==> src/kbq_pkg.sv <==
`default_nettype none
// ----------------------------------------------------------------------------
// kbq_pkg
// Shared types and constants for the key event qualifier.
// ----------------------------------------------------------------------------
package kbq_pkg;

    // Command codes carried in the input word
    typedef logic [2:0] cmd_t;
    localparam cmd_t CMD_PRESS     = 3'd0;
    localparam cmd_t CMD_RELEASE   = 3'd1;
    localparam cmd_t CMD_SHORT     = 3'd2;
    localparam cmd_t CMD_LONG      = 3'd3;
    localparam cmd_t CMD_REPEAT    = 3'd4;
    localparam cmd_t CMD_WATCHDOG  = 3'd5;
    localparam cmd_t CMD_END_FRAME = 3'd6;

    // Configuration register indexes
    typedef logic cfg_idx_t;
    localparam cfg_idx_t CFG_DOUBLE_TAP_WINDOW = 1'b0;
    localparam cfg_idx_t CFG_STUCK_TIMEOUT     = 1'b1;

    // Register reset values
    localparam logic [15:0] DOUBLE_TAP_WINDOW_RST = 16'd300;
    localparam logic [15:0] STUCK_TIMEOUT_RST     = 16'd500;

    // Event broadcast to all key slices
    typedef struct packed {
        logic        upd;   // word leaves the input register this cycle
        cmd_t        cmd;
        logic [31:0] now;
    } kbq_evt_t;

    // Per-key flags after the update
    typedef struct packed {
        logic held;
        logic pressed;
        logic released;
        logic dtap;
        logic armed;
    } kbq_flags_t;

endpackage : kbq_pkg
`default_nettype wire

==> src/kbq_key_slice.sv <==
`default_nettype none
// ----------------------------------------------------------------------------
// kbq_key_slice
// State and update logic for one key: flags, last press and heartbeat times.
// ----------------------------------------------------------------------------
module kbq_key_slice (
    input  wire logic              clk,
    input  wire logic              rst_n,
    input  wire kbq_pkg::kbq_evt_t evt,
    input  wire logic              hit,
    input  wire logic [15:0]       double_tap_window,
    input  wire logic [15:0]       stuck_timeout,
    output kbq_pkg::kbq_flags_t    flags_next
);
    import kbq_pkg::*;

    logic        held_reg, held_next;
    logic        pe_reg, pe_next;
    logic        re_reg, re_next;
    logic        dt_reg, dt_next;
    logic        armed_reg, armed_next;
    logic        pv_reg, pv_next;
    logic [31:0] hb_time_reg, hb_time_next;
    logic [31:0] press_time_reg, press_time_next;

    logic [31:0] press_gap;
    logic [31:0] hb_age;
    logic        tap_in_window;
    logic        hb_stale;

    // wrapping time differences
    assign press_gap     = evt.now - press_time_reg;
    assign hb_age        = evt.now - hb_time_reg;
    assign tap_in_window = press_gap <= {16'd0, double_tap_window};
    assign hb_stale      = hb_age > {16'd0, stuck_timeout};

    // next state per command
    always_comb
    begin
        held_next       = held_reg;
        pe_next         = pe_reg;
        re_next         = re_reg;
        dt_next         = dt_reg;
        armed_next      = armed_reg;
        pv_next         = pv_reg;
        hb_time_next    = hb_time_reg;
        press_time_next = press_time_reg;
        unique case (evt.cmd)
            CMD_PRESS:
            begin
                if (hit)
                begin
                    held_next    = 1'b1;
                    pe_next      = 1'b1;
                    armed_next   = 1'b0;
                    hb_time_next = evt.now;
                    if (pv_reg && tap_in_window)
                    begin
                        dt_next         = 1'b1;
                        pv_next         = 1'b0;
                        press_time_next = '0;
                    end
                    else
                    begin
                        pv_next         = 1'b1;
                        press_time_next = evt.now;
                    end
                end
            end
            CMD_RELEASE:
            begin
                if (hit)
                begin
                    held_next  = 1'b0;
                    re_next    = 1'b1;
                    armed_next = 1'b0;
                end
            end
            CMD_SHORT:
            begin
                if (hit)
                begin
                    if (held_reg)
                    begin
                        held_next = 1'b0;
                        re_next   = 1'b1;
                    end
                    armed_next = 1'b0;
                end
            end
            CMD_LONG, CMD_REPEAT:
            begin
                if (hit && held_reg)
                begin
                    armed_next   = 1'b1;
                    hb_time_next = evt.now;
                end
            end
            CMD_WATCHDOG:
            begin
                // force release of a stuck key
                if (held_reg && armed_reg && hb_stale)
                begin
                    held_next  = 1'b0;
                    re_next    = 1'b1;
                    armed_next = 1'b0;
                end
            end
            CMD_END_FRAME:
            begin
                pe_next = 1'b0;
                re_next = 1'b0;
                dt_next = 1'b0;
            end
            default:
            begin
            end
        endcase
    end

    // state registers, updated only when the word moves on
    always_ff @(posedge clk or negedge rst_n)
    begin
        if (!rst_n)
        begin
            held_reg       <= 1'b0;
            pe_reg         <= 1'b0;
            re_reg         <= 1'b0;
            dt_reg         <= 1'b0;
            armed_reg      <= 1'b0;
            pv_reg         <= 1'b0;
            hb_time_reg    <= '0;
            press_time_reg <= '0;
        end
        else if (evt.upd)
        begin
            held_reg       <= held_next;
            pe_reg         <= pe_next;
            re_reg         <= re_next;
            dt_reg         <= dt_next;
            armed_reg      <= armed_next;
            pv_reg         <= pv_next;
            hb_time_reg    <= hb_time_next;
            press_time_reg <= press_time_next;
        end
    end

    assign flags_next.held     = held_next;
    assign flags_next.pressed  = pe_next;
    assign flags_next.released = re_next;
    assign flags_next.dtap     = dt_next;
    assign flags_next.armed    = armed_next;

endmodule : kbq_key_slice
`default_nettype wire

==> src/key_event_qualifier.sv <==
`default_nettype none
// ----------------------------------------------------------------------------
// key_event_qualifier
// Per-key button qualifier: held, edge, double-tap and stuck-key watchdog.
// ----------------------------------------------------------------------------
// One word is accepted per clock unless in_stall is raised. An accepted word
// sits in the input register while every key slice updates in parallel, and
// its result word is loaded into the output register when the word moves on,
// which waits while the output register holds a stalled result. The rate is
// set by the state update in the key slices; the output register lets a new
// word in while a finished result waits to be taken. Configuration writes are
// always ready and take effect once registered.
module key_event_qualifier #(
    parameter int unsigned KEY_COUNT = 6
) (
    input  wire logic        clk,
    input  wire logic        rst_n,
    // input words
    input  wire logic        in_valid,
    output logic             in_stall,
    input  wire logic [2:0]  command,
    input  wire logic [2:0]  key_index,
    input  wire logic [31:0] now_ms,
    // result words
    output logic             out_valid,
    input  wire logic        out_stall,
    output logic [5:0]       held_mask,
    output logic [5:0]       pressed_mask,
    output logic [5:0]       released_mask,
    output logic [5:0]       double_tap_mask,
    output logic [5:0]       armed_mask,
    // configuration writes
    input  wire logic        cfg_valid,
    output logic             cfg_ready,
    input  wire kbq_pkg::cfg_idx_t cfg_index,
    input  wire logic [15:0] cfg_data
);
    import kbq_pkg::*;

    logic        s1_valid_reg;
    cmd_t        s1_cmd_reg;
    logic [2:0]  s1_key_reg;
    logic [31:0] s1_now_reg;

    logic        out_valid_reg;
    logic [5:0]  held_reg, pressed_reg, released_reg, dtap_reg, armed_reg;
    logic [5:0]  held_next, pressed_next, released_next, dtap_next, armed_next;

    logic [15:0] dtw_reg;
    logic [15:0] timeout_reg;

    logic        advance;
    logic        in_accept;
    kbq_evt_t    evt;
    kbq_flags_t  flags [KEY_COUNT];

    // handshake
    assign advance   = s1_valid_reg && (!out_valid_reg || !out_stall);
    assign in_stall  = s1_valid_reg && !advance;
    assign in_accept = in_valid && !in_stall;
    assign cfg_ready = 1'b1;

    // configuration registers
    always_ff @(posedge clk or negedge rst_n)
    begin
        if (!rst_n)
        begin
            dtw_reg     <= DOUBLE_TAP_WINDOW_RST;
            timeout_reg <= STUCK_TIMEOUT_RST;
        end
        else if (cfg_valid && cfg_ready)
        begin
            unique case (cfg_index)
                CFG_DOUBLE_TAP_WINDOW: dtw_reg     <= cfg_data;
                CFG_STUCK_TIMEOUT:     timeout_reg <= cfg_data;
                default:               ;
            endcase
        end
    end

    // input register
    always_ff @(posedge clk or negedge rst_n)
    begin
        if (!rst_n)
        begin
            s1_valid_reg <= 1'b0;
        end
        else if (in_accept)
        begin
            s1_valid_reg <= 1'b1;
        end
        else if (advance)
        begin
            s1_valid_reg <= 1'b0;
        end
    end

    always_ff @(posedge clk)
    begin
        if (in_accept)
        begin
            s1_cmd_reg <= command;
            s1_key_reg <= key_index;
            s1_now_reg <= now_ms;
        end
    end

    assign evt.upd = advance;
    assign evt.cmd = s1_cmd_reg;
    assign evt.now = s1_now_reg;

    // one slice per key; an out-of-range key index never matches a slice
    for (genvar k = 0; k < KEY_COUNT; k++)
    begin : g_key
        kbq_key_slice u_slice (
            .clk               (clk),
            .rst_n             (rst_n),
            .evt               (evt),
            .hit               ({1'b0, s1_key_reg} == 4'(k)),
            .double_tap_window (dtw_reg),
            .stuck_timeout     (timeout_reg),
            .flags_next        (flags[k])
        );
    end

    // gather masks; unused key positions read zero
    always_comb
    begin
        held_next     = '0;
        pressed_next  = '0;
        released_next = '0;
        dtap_next     = '0;
        armed_next    = '0;
        for (int unsigned k = 0; k < KEY_COUNT; k++)
        begin
            held_next[k]     = flags[k].held;
            pressed_next[k]  = flags[k].pressed;
            released_next[k] = flags[k].released;
            dtap_next[k]     = flags[k].dtap;
            armed_next[k]    = flags[k].armed;
        end
    end

    // result register
    always_ff @(posedge clk or negedge rst_n)
    begin
        if (!rst_n)
        begin
            out_valid_reg <= 1'b0;
        end
        else if (advance)
        begin
            out_valid_reg <= 1'b1;
        end
        else if (!out_stall)
        begin
            out_valid_reg <= 1'b0;
        end
    end

    always_ff @(posedge clk)
    begin
        if (advance)
        begin
            held_reg     <= held_next;
            pressed_reg  <= pressed_next;
            released_reg <= released_next;
            dtap_reg     <= dtap_next;
            armed_reg    <= armed_next;
        end
    end

    assign out_valid       = out_valid_reg;
    assign held_mask       = held_reg;
    assign pressed_mask    = pressed_reg;
    assign released_mask   = released_reg;
    assign double_tap_mask = dtap_reg;
    assign armed_mask      = armed_reg;

endmodule : key_event_qualifier
`default_nettype wire
==> config.mk <==
export PLATFORM = sky130hd
export DESIGN_NAME = key_event_qualifier
export DESIGN_NICKNAME = d
export VERILOG_FILES = /design/src/kbq_pkg.sv /design/src/kbq_key_slice.sv /design/src/key_event_qualifier.sv
export SDC_FILE = /design/constraint.sdc
export NUM_CORES = 2
export LEC_CHECK = 0
export ABC_CLOCK_PERIOD_IN_PS = 6500
export BUFFER_PORTS_ARGS = -buffer_cell sky130_fd_sc_hd__buf_2
export CAP_MARGIN = 30
export CELL_PAD_IN_SITES_DETAIL_PLACEMENT = 0
export CELL_PAD_IN_SITES_GLOBAL_PLACEMENT = 1
export CORE_ASPECT_RATIO = 1.2
export CORE_MARGIN = 4
export CORE_UTILIZATION = 50
export DETAILED_ROUTE_END_ITERATION = 12
export PLACE_DENSITY = 0.87
export SETUP_SLACK_MARGIN = 0.2
export SLEW_MARGIN = 15
export SYNTH_ARGS = -nofsm -noshare
export SYNTH_HDL_FRONTEND = slang
export SYNTH_SLANG_ARGS = --single-unit
export TNS_END_PERCENT = 30
==> constraint.sdc <==
create_clock -name clk -period 6.5 [get_ports clk]
set_input_delay 0.65 -clock clk [delete_from_list [all_inputs] [get_ports clk]]
set_output_delay 0.65 -clock clk [all_outputs]
set_load 0.03 [all_outputs]
==> Word level (Yosys, flattened, before mapping) <==
Cells that the tools add are included.
{ "totals": {"regBits": 522, "input_bits": 60, "wordCells": 304} }
{ "op_classes": {"n_addsub": 12, "n_lt_le_gt_ge": 12, "n_eq_ne": 24, "n_mux": 142, "bitwise": 1, "reduce_logical": 53} }
{ "op_table": {"columns": ["cell", "count"], "rows": [
  ["$mux 32", 18],
  ["$pmux 32 s2", 6],
  ["$sub 32x32->32", 12],
  ["$gt 32x16->1", 6],
  ["$le 32x16->1", 6],
  ["$mux 1", 88],
  ["$pmux 1 s3", 12],
  ["$logic_and 1x1->1", 27],
  ["$ne 2x1->1 const B", 13],
  ["$pmux 1 s2", 12],
  ["$pmux 1 s4", 6],
  ["$reduce_and 4->1", 6],
  ["$reduce_and 3->1", 6],
  ["$eq 3x3->1 const B", 5],
  ["$eq 3x2->1 const B", 4],
  ["$eq 3x1->1 const B", 2],
  ["$logic_not 3->1", 2],
  ["$logic_not 1->1", 4],
  ["$reduce_and 2->1", 2],
  ["$reduce_bool 2->1", 2],
  ["$reduce_or 2->1", 2],
  ["$reduce_or 3->1", 1],
  ["$logic_or 1x1->1", 1],
  ["$not 1->1", 1]
]} }

==> Longest topological paths before layout <==
{ "logic_depth": {"ltp_word": 8, "depth_mapped": 26, "depth_no_buf": 25} }

==> Cells and area by module <==
From an unflattened synthesis, not the netlist that was laid out.
{ "unflattened": {"cells_unflattened": 5871, "area_unflattened_um2": 49347.3} }
{ "modules_own_cells": {"columns": ["mod", "n_inst", "cells_per_inst", "area_per_inst_um2", "seq_area_each_um2"], "rows": [
  ["kbq_key_slice at g_key[0].u_slice ...", 4, 949, 7639.8, 1751.7],
  ["kbq_key_slice at g_key[5].u_slice", 1, 991, 7788.7, 1751.7],
  ["kbq_key_slice at g_key[1].u_slice", 1, 931, 7554.7, 1751.7],
  ["key_event_qualifier", 1, 153, 3444.6, 2905.3]
]} }

==> Worst setup path after synthesis <==
Ideal clock, no wire load.
{ "synth_path": {"path_type": "register -> register", "start": "reg s1_now_reg[1]", "end": "reg g_key[3].u_slice.press_time_reg[10]", "t_arrival_ns": 5.787, "required_ns": 6.367, "path_slack_ns": 0.581, "path_stages_with_launch": 22, "period_less_slack_ns": 5.919, "path_cell_list": "edfxtp_1 > inv_1 > fa_1 > nor2b_1 > o211a_1 > a31oi_1 > a21oi_1 > a21boi_0 > xnor2_1 > ha_1 > or4_1 > a21oi_1 > o21ai_0 > a31o_2 > a2111oi_0 > o211ai_1 > nor4_1 > nand2b_1 > or4b_1 > nor4b_2 > buf_2 > o22ai_1"} }
{ "synth_via": {"elab_chain_cells": 4} }
{ "synth_lines": {"columns": ["element", "line", "source"], "rows": [
  ["from (decl)", "key_event_qualifier.sv:43", "logic [31:0] s1_now_reg;"],
  ["from (signal assigned)", "key_event_qualifier.sv:104", "s1_now_reg <= now_ms;"],
  ["$sub 32x32->32", "kbq_key_slice.sv:32", "assign press_gap = evt.now - press_time_reg;"],
  ["$le 32x16->1", "kbq_key_slice.sv:34", "assign tap_in_window = press_gap <= {16'd0, double_tap_window};"],
  ["$logic_and 1x1->1", "kbq_key_slice.sv:57", "if (pv_reg && tap_in_window)"],
  ["$mux 32", "kbq_key_slice.sv:57", null],
  ["to (signal assigned)", "kbq_key_slice.sv:144", "press_time_reg <= press_time_next;"],
  ["to (decl)", "kbq_key_slice.sv:24", "logic [31:0] press_time_reg, press_time_next;"]
]} }
No other way between the ends.
A chain may end at the register's enable or synchronous reset.

==> Final worst setup path <==
{ "layout_path": {"start": "reg s1_now_reg[2]", "end": "reg g_key[2].u_slice.pv_reg"} }
{ "layout_via": {"elab_chain_cells": 4} }
{ "layout_lines": {"columns": ["element", "line", "source"], "rows": [
  ["$sub 32x32->32", "kbq_key_slice.sv:32", null],
  ["$le 32x16->1", "kbq_key_slice.sv:34", null],
  ["$logic_and 1x1->1", "kbq_key_slice.sv:57", null],
  ["$mux 1", "kbq_key_slice.sv:57", null],
  ["to (signal assigned)", "kbq_key_slice.sv:142", "pv_reg <= pv_next;"],
  ["to (decl)", "kbq_key_slice.sv:22", "logic pv_reg, pv_next;"]
]} }
No other way between the ends.

==> results by stage <==
Route:
- After detailed routing, the average wire length per cell comes to 22.7 µm.
- The first-pass iteration count of the detailed router is 6.
- In this run the remaining antenna-violating nets after routing total 0.
- Detailed routing inserted a total of 44500 vias.
- After the first detailed-routing iteration, the DRC count stood at 3569.
- The number of design rule violations left after detail routing is 0.
- Summed over all layers, the routed wires come to roughly 160 mm.
- In the routed layout, each cell is associated on average with a via count of a little over 6.

Timing:
- The portion of the clock cycle consumed by the worst path in the final layout is between 90 and 100%.
- The time the final worst path needs with I/O delays and setup is ~6100 ps.
- Across the routed clock network, the largest skew measured is 30.9 ps.
- In the final timing run, aggregate negative setup slack is 0 ps.
- The max-slew violation count was 0.
- Measured against its own limit, the worst slew margin works out to between 20% and 30%.
- The number of hold-slack violations in the final timing report is 0.
- Hold is met by 8.83 ps.
- Setup repair after global routing could not meet its margin everywhere.
- The maximum clock frequency is between 150 and 200 MHz.
- Setup violations remaining at the end of the flow were counted as 0.
- For the pin with the worst max-slew slack, the measured transition is about 1100 ps.

Floorplanning:
- In this run the core area contains between 100 and 150 standard-cell rows.
- The x dimension of the die is 291 µm.
- The die covers 101000 µm².
- The top-level port count is 93.
- The die height is 348 µm.
- The core area is 95400 µm².
- The initial utilization of the core area, before any placement, comes to 50.4%.

Critical path:
- The category of the critical setup timing path is reg -> reg.
- Broken down by cell family, the worst path's largest delay share belongs to compound AO/OA/AOI/OAI gates.
- The endpoint arrival time on the critical path is 6590 ps.
- In this run the number of cells on the critical path is 20.
- The worst register-to-register path has a setup slack of between 400 and 500 ps.
- The worst register-to-register path begins at s1_now_reg[2].
- The nature of the critical path startpoint is a flip-flop.
- The number of buffer and inverter instances along the worst setup path is 1.
- The endpoint of the most critical setup path is g_key[2].u_slice.pv_reg.
- The required arrival time at the worst endpoint is 7010 ps.
- The critical-path cell with the highest stage delay is edfxtp_1.
- The reg-to-reg endpoint is g_key[2].u_slice.pv_reg.
- Along the worst path, the maximum fanout reaches 34.
- The critical path goes through ha_1, o21a_1, o31a_1, o21a_1, o21ai_0, o21ai_0, xor2_1, ha_1, a21o_1, a21o_1, a2111oi_2, a2111oi_1, or4_1, a211o_1, or4_1, or4b_1, nor4b_2, nand4bb_2, buf_4, mux2_2.
- STA classifies the critical path endpoint as a flip-flop.
- Tracing the worst setup path back leads to its startpoint at s1_now_reg[2].
- The highest cell delay on the worst timing path is 530 ps.
- For the worst flop-to-flop path, the logic depth is 20.

Layout:
- The post-layout net count is 6451.
- Leaving out fill and tap cells, the most frequent cells in the layout are ha_1 (564), nand2_1 (528), a21oi_1 (507).
- The fraction of final layout cells with drive strength greater than 1 is 11.6%.
- The leading cell type in the layout, fill and taps excluded is ha_1.
- Compared with the post-synthesis result, the final layout area differs by 9.54%.
- Once layout is complete, the utilization of the core stands at 55.2%.
- The post-route cell area is 52700 µm².

CTS:
- The clock net sink count is 522.
- The later pin in the worst-skew pair is clocked with a latency of 650 ps.
- The longest clock path from root to sink contains 3 buffers.
- The count of hold buffers inserted by post-cts repair is 0.
- The number of H-tree levels is 3.
- TritonCTS built the clock tree.
- The clock transition at the registers of the reported paths is about 60 ps.
- The tree is rooted in a clkbuf_16.
- Counting the buffers created by CTS gives 66.

Global routing:
- The global router's overall resource usage is a little under a third.
- Entering global routing, the biggest net connects 147 pins.
- The via count of the first global-routing pass came to 42500.
- The total overflow left after global routing is 0.
- The number of antenna violations at the first check in global routing came to 6.
- The global-route wire length before repair is about 250 mm.

Synthesis:
- After technology mapping, the gate count stands at between 5000 and 6000.
- After synthesis the cells add up to 48100 µm².
- Averaged over all synthesized cells, the footprint is 8.29 µm².
- The number of enable-type register cells in the synthesized netlist is 68.
- The share of synthesized flip-flops with an asynchronous set or reset is 87.0%.
- The net count after synthesis is about 6400.
- The number of synthesized register bits is 522.
- For this run, the number of Yosys warnings is 0.
- For this run, the leading register cell type out of synthesis is dfrtp_1.
- The post-synthesis sequential area ratio is 27.9%.
- The count of distinct cell types in the synthesized netlist is 92.

Flow run:
- The number of max-capacitance violations reported is 0.

Place:
- The count of input and output buffers is 91.
- The placed instances occupy a cell area of roughly 50000 µm².
- At the end of routability-driven placement, the weighted congestion stood at 0.985.
- The post-detailed-placement half-perimeter wirelength is approximately 120 mm.

Power:
- Across the VDD grid, the largest voltage drop is 0.210 mV.
- The analysis attributes to cell leakage a power of between 20 and 25 nW.
- In this run the power density over the cells is 355 nW/µm².

Status:
- The run finished with clean final reports.

Worst hold path:
- The class of the tightest hold or removal check is in -> async.
worst min path at each step:
stage                            startpoint  cells past startpoint                          endpoint
floorplan                             rst_n                      0                        dtw_reg[0]
global placement    g_key[1].u_slice.dt_reg                      2           g_key[1].u_slice.dt_reg
detailed placement  g_key[5].u_slice.dt_reg                      2           g_key[5].u_slice.dt_reg
CTS                                   rst_n                      1  g_key[4].u_slice.hb_time_reg[18]
global route                          rst_n                      1  g_key[4].u_slice.hb_time_reg[21]
finish                                rst_n                      1  g_key[4].u_slice.hb_time_reg[21]
synth_stat cells (111+ instances only):
cell,n,share of area [%]
o21ai_0,322,3.4
inv_1,500,3.9
nand2_1,528,4.1
nand4_1,125,1.6
a21oi_1,510,5.3
nor2_1,409,3.2
nand3_1,123,1.3
xnor2_1,164,3.0
ha_1,564,15
dfrtp_1,444,23
mux2_2,206,4.8
clkbuf_1,254,2.0
a21o_1,157,2.5
o22ai_1,111,1.4
through the flow:
step           cells  worst slack [ps]  total power, mW
3_5_place_dp    7005               384             14.5
5_1_grt         7128               178             20.1
6_report        7133               421             18.7
2_1_floorplan   5801               581             12.0
4_1_cts         7126               336             18.6
3_3_place_gp    7002               420             14.4
report_power, final:
group          total [mW]  switching [mW]  internal, mW
logic                10.3            6.08          4.24
registers            4.38           0.368          4.01
clock network        3.98            1.59          2.39
worst register-to-register path: stages, from the launching register on:
cell,delay (ps)
edfxtp_1,530
ha_1,410
o21a_1,190
o31a_1,140
o21a_1,200
o21ai_0,210
o21ai_0,150
xor2_1,180
ha_1,300
a21o_1,190
a21o_1,180
a2111oi_2,370
a2111oi_1,100
or4_1,510
a211o_1,290
or4_1,500
or4b_1,490
nor4b_2,290
nand4bb_2,130
buf_4,280
mux2_2,310
area by class of cell:
class	instances	area [µm²]
fillers	8915	42700
multi-input cells	4505	31800
flip-flops and latches	522	13400
inverters	500	1880
clock buffers	92	1860
repair buffers	220	1630
well taps	1260	1580
clock inverters	29	455
diodes	5	12.5
kinds of logic (layout without fill, tap and decap cells):
family	count (synthesis)	in the layout	share of synthesized area [%]
AOI/OAI and AO/OA	1797	1797	24.3
xor gates and xnor gates	270	270	4.92
adders and majority gates	576	576	15.2
buffers and inverters	774	841	6.15
DFF	522	522	27.9
muxes	231	231	5.34
other	1	6	0.00780
and+or+nand+nor	1630	1630	16.2
per-layer routing:
layer	vias up	GRT usage, %	routed length [µm]
met5	-	0	7
met4	2	16.4	9650
li1	21200	-	-
met1	21500	38.4	66900
met3	357	5.26	10500
met2	1477	51.2	74900
timing repair:
action                     CTS  global route
resized for setup            0             9
buffers inserted             0             1
setup endpoints to repair    0            93
Power figures use the tool's default switching activity.
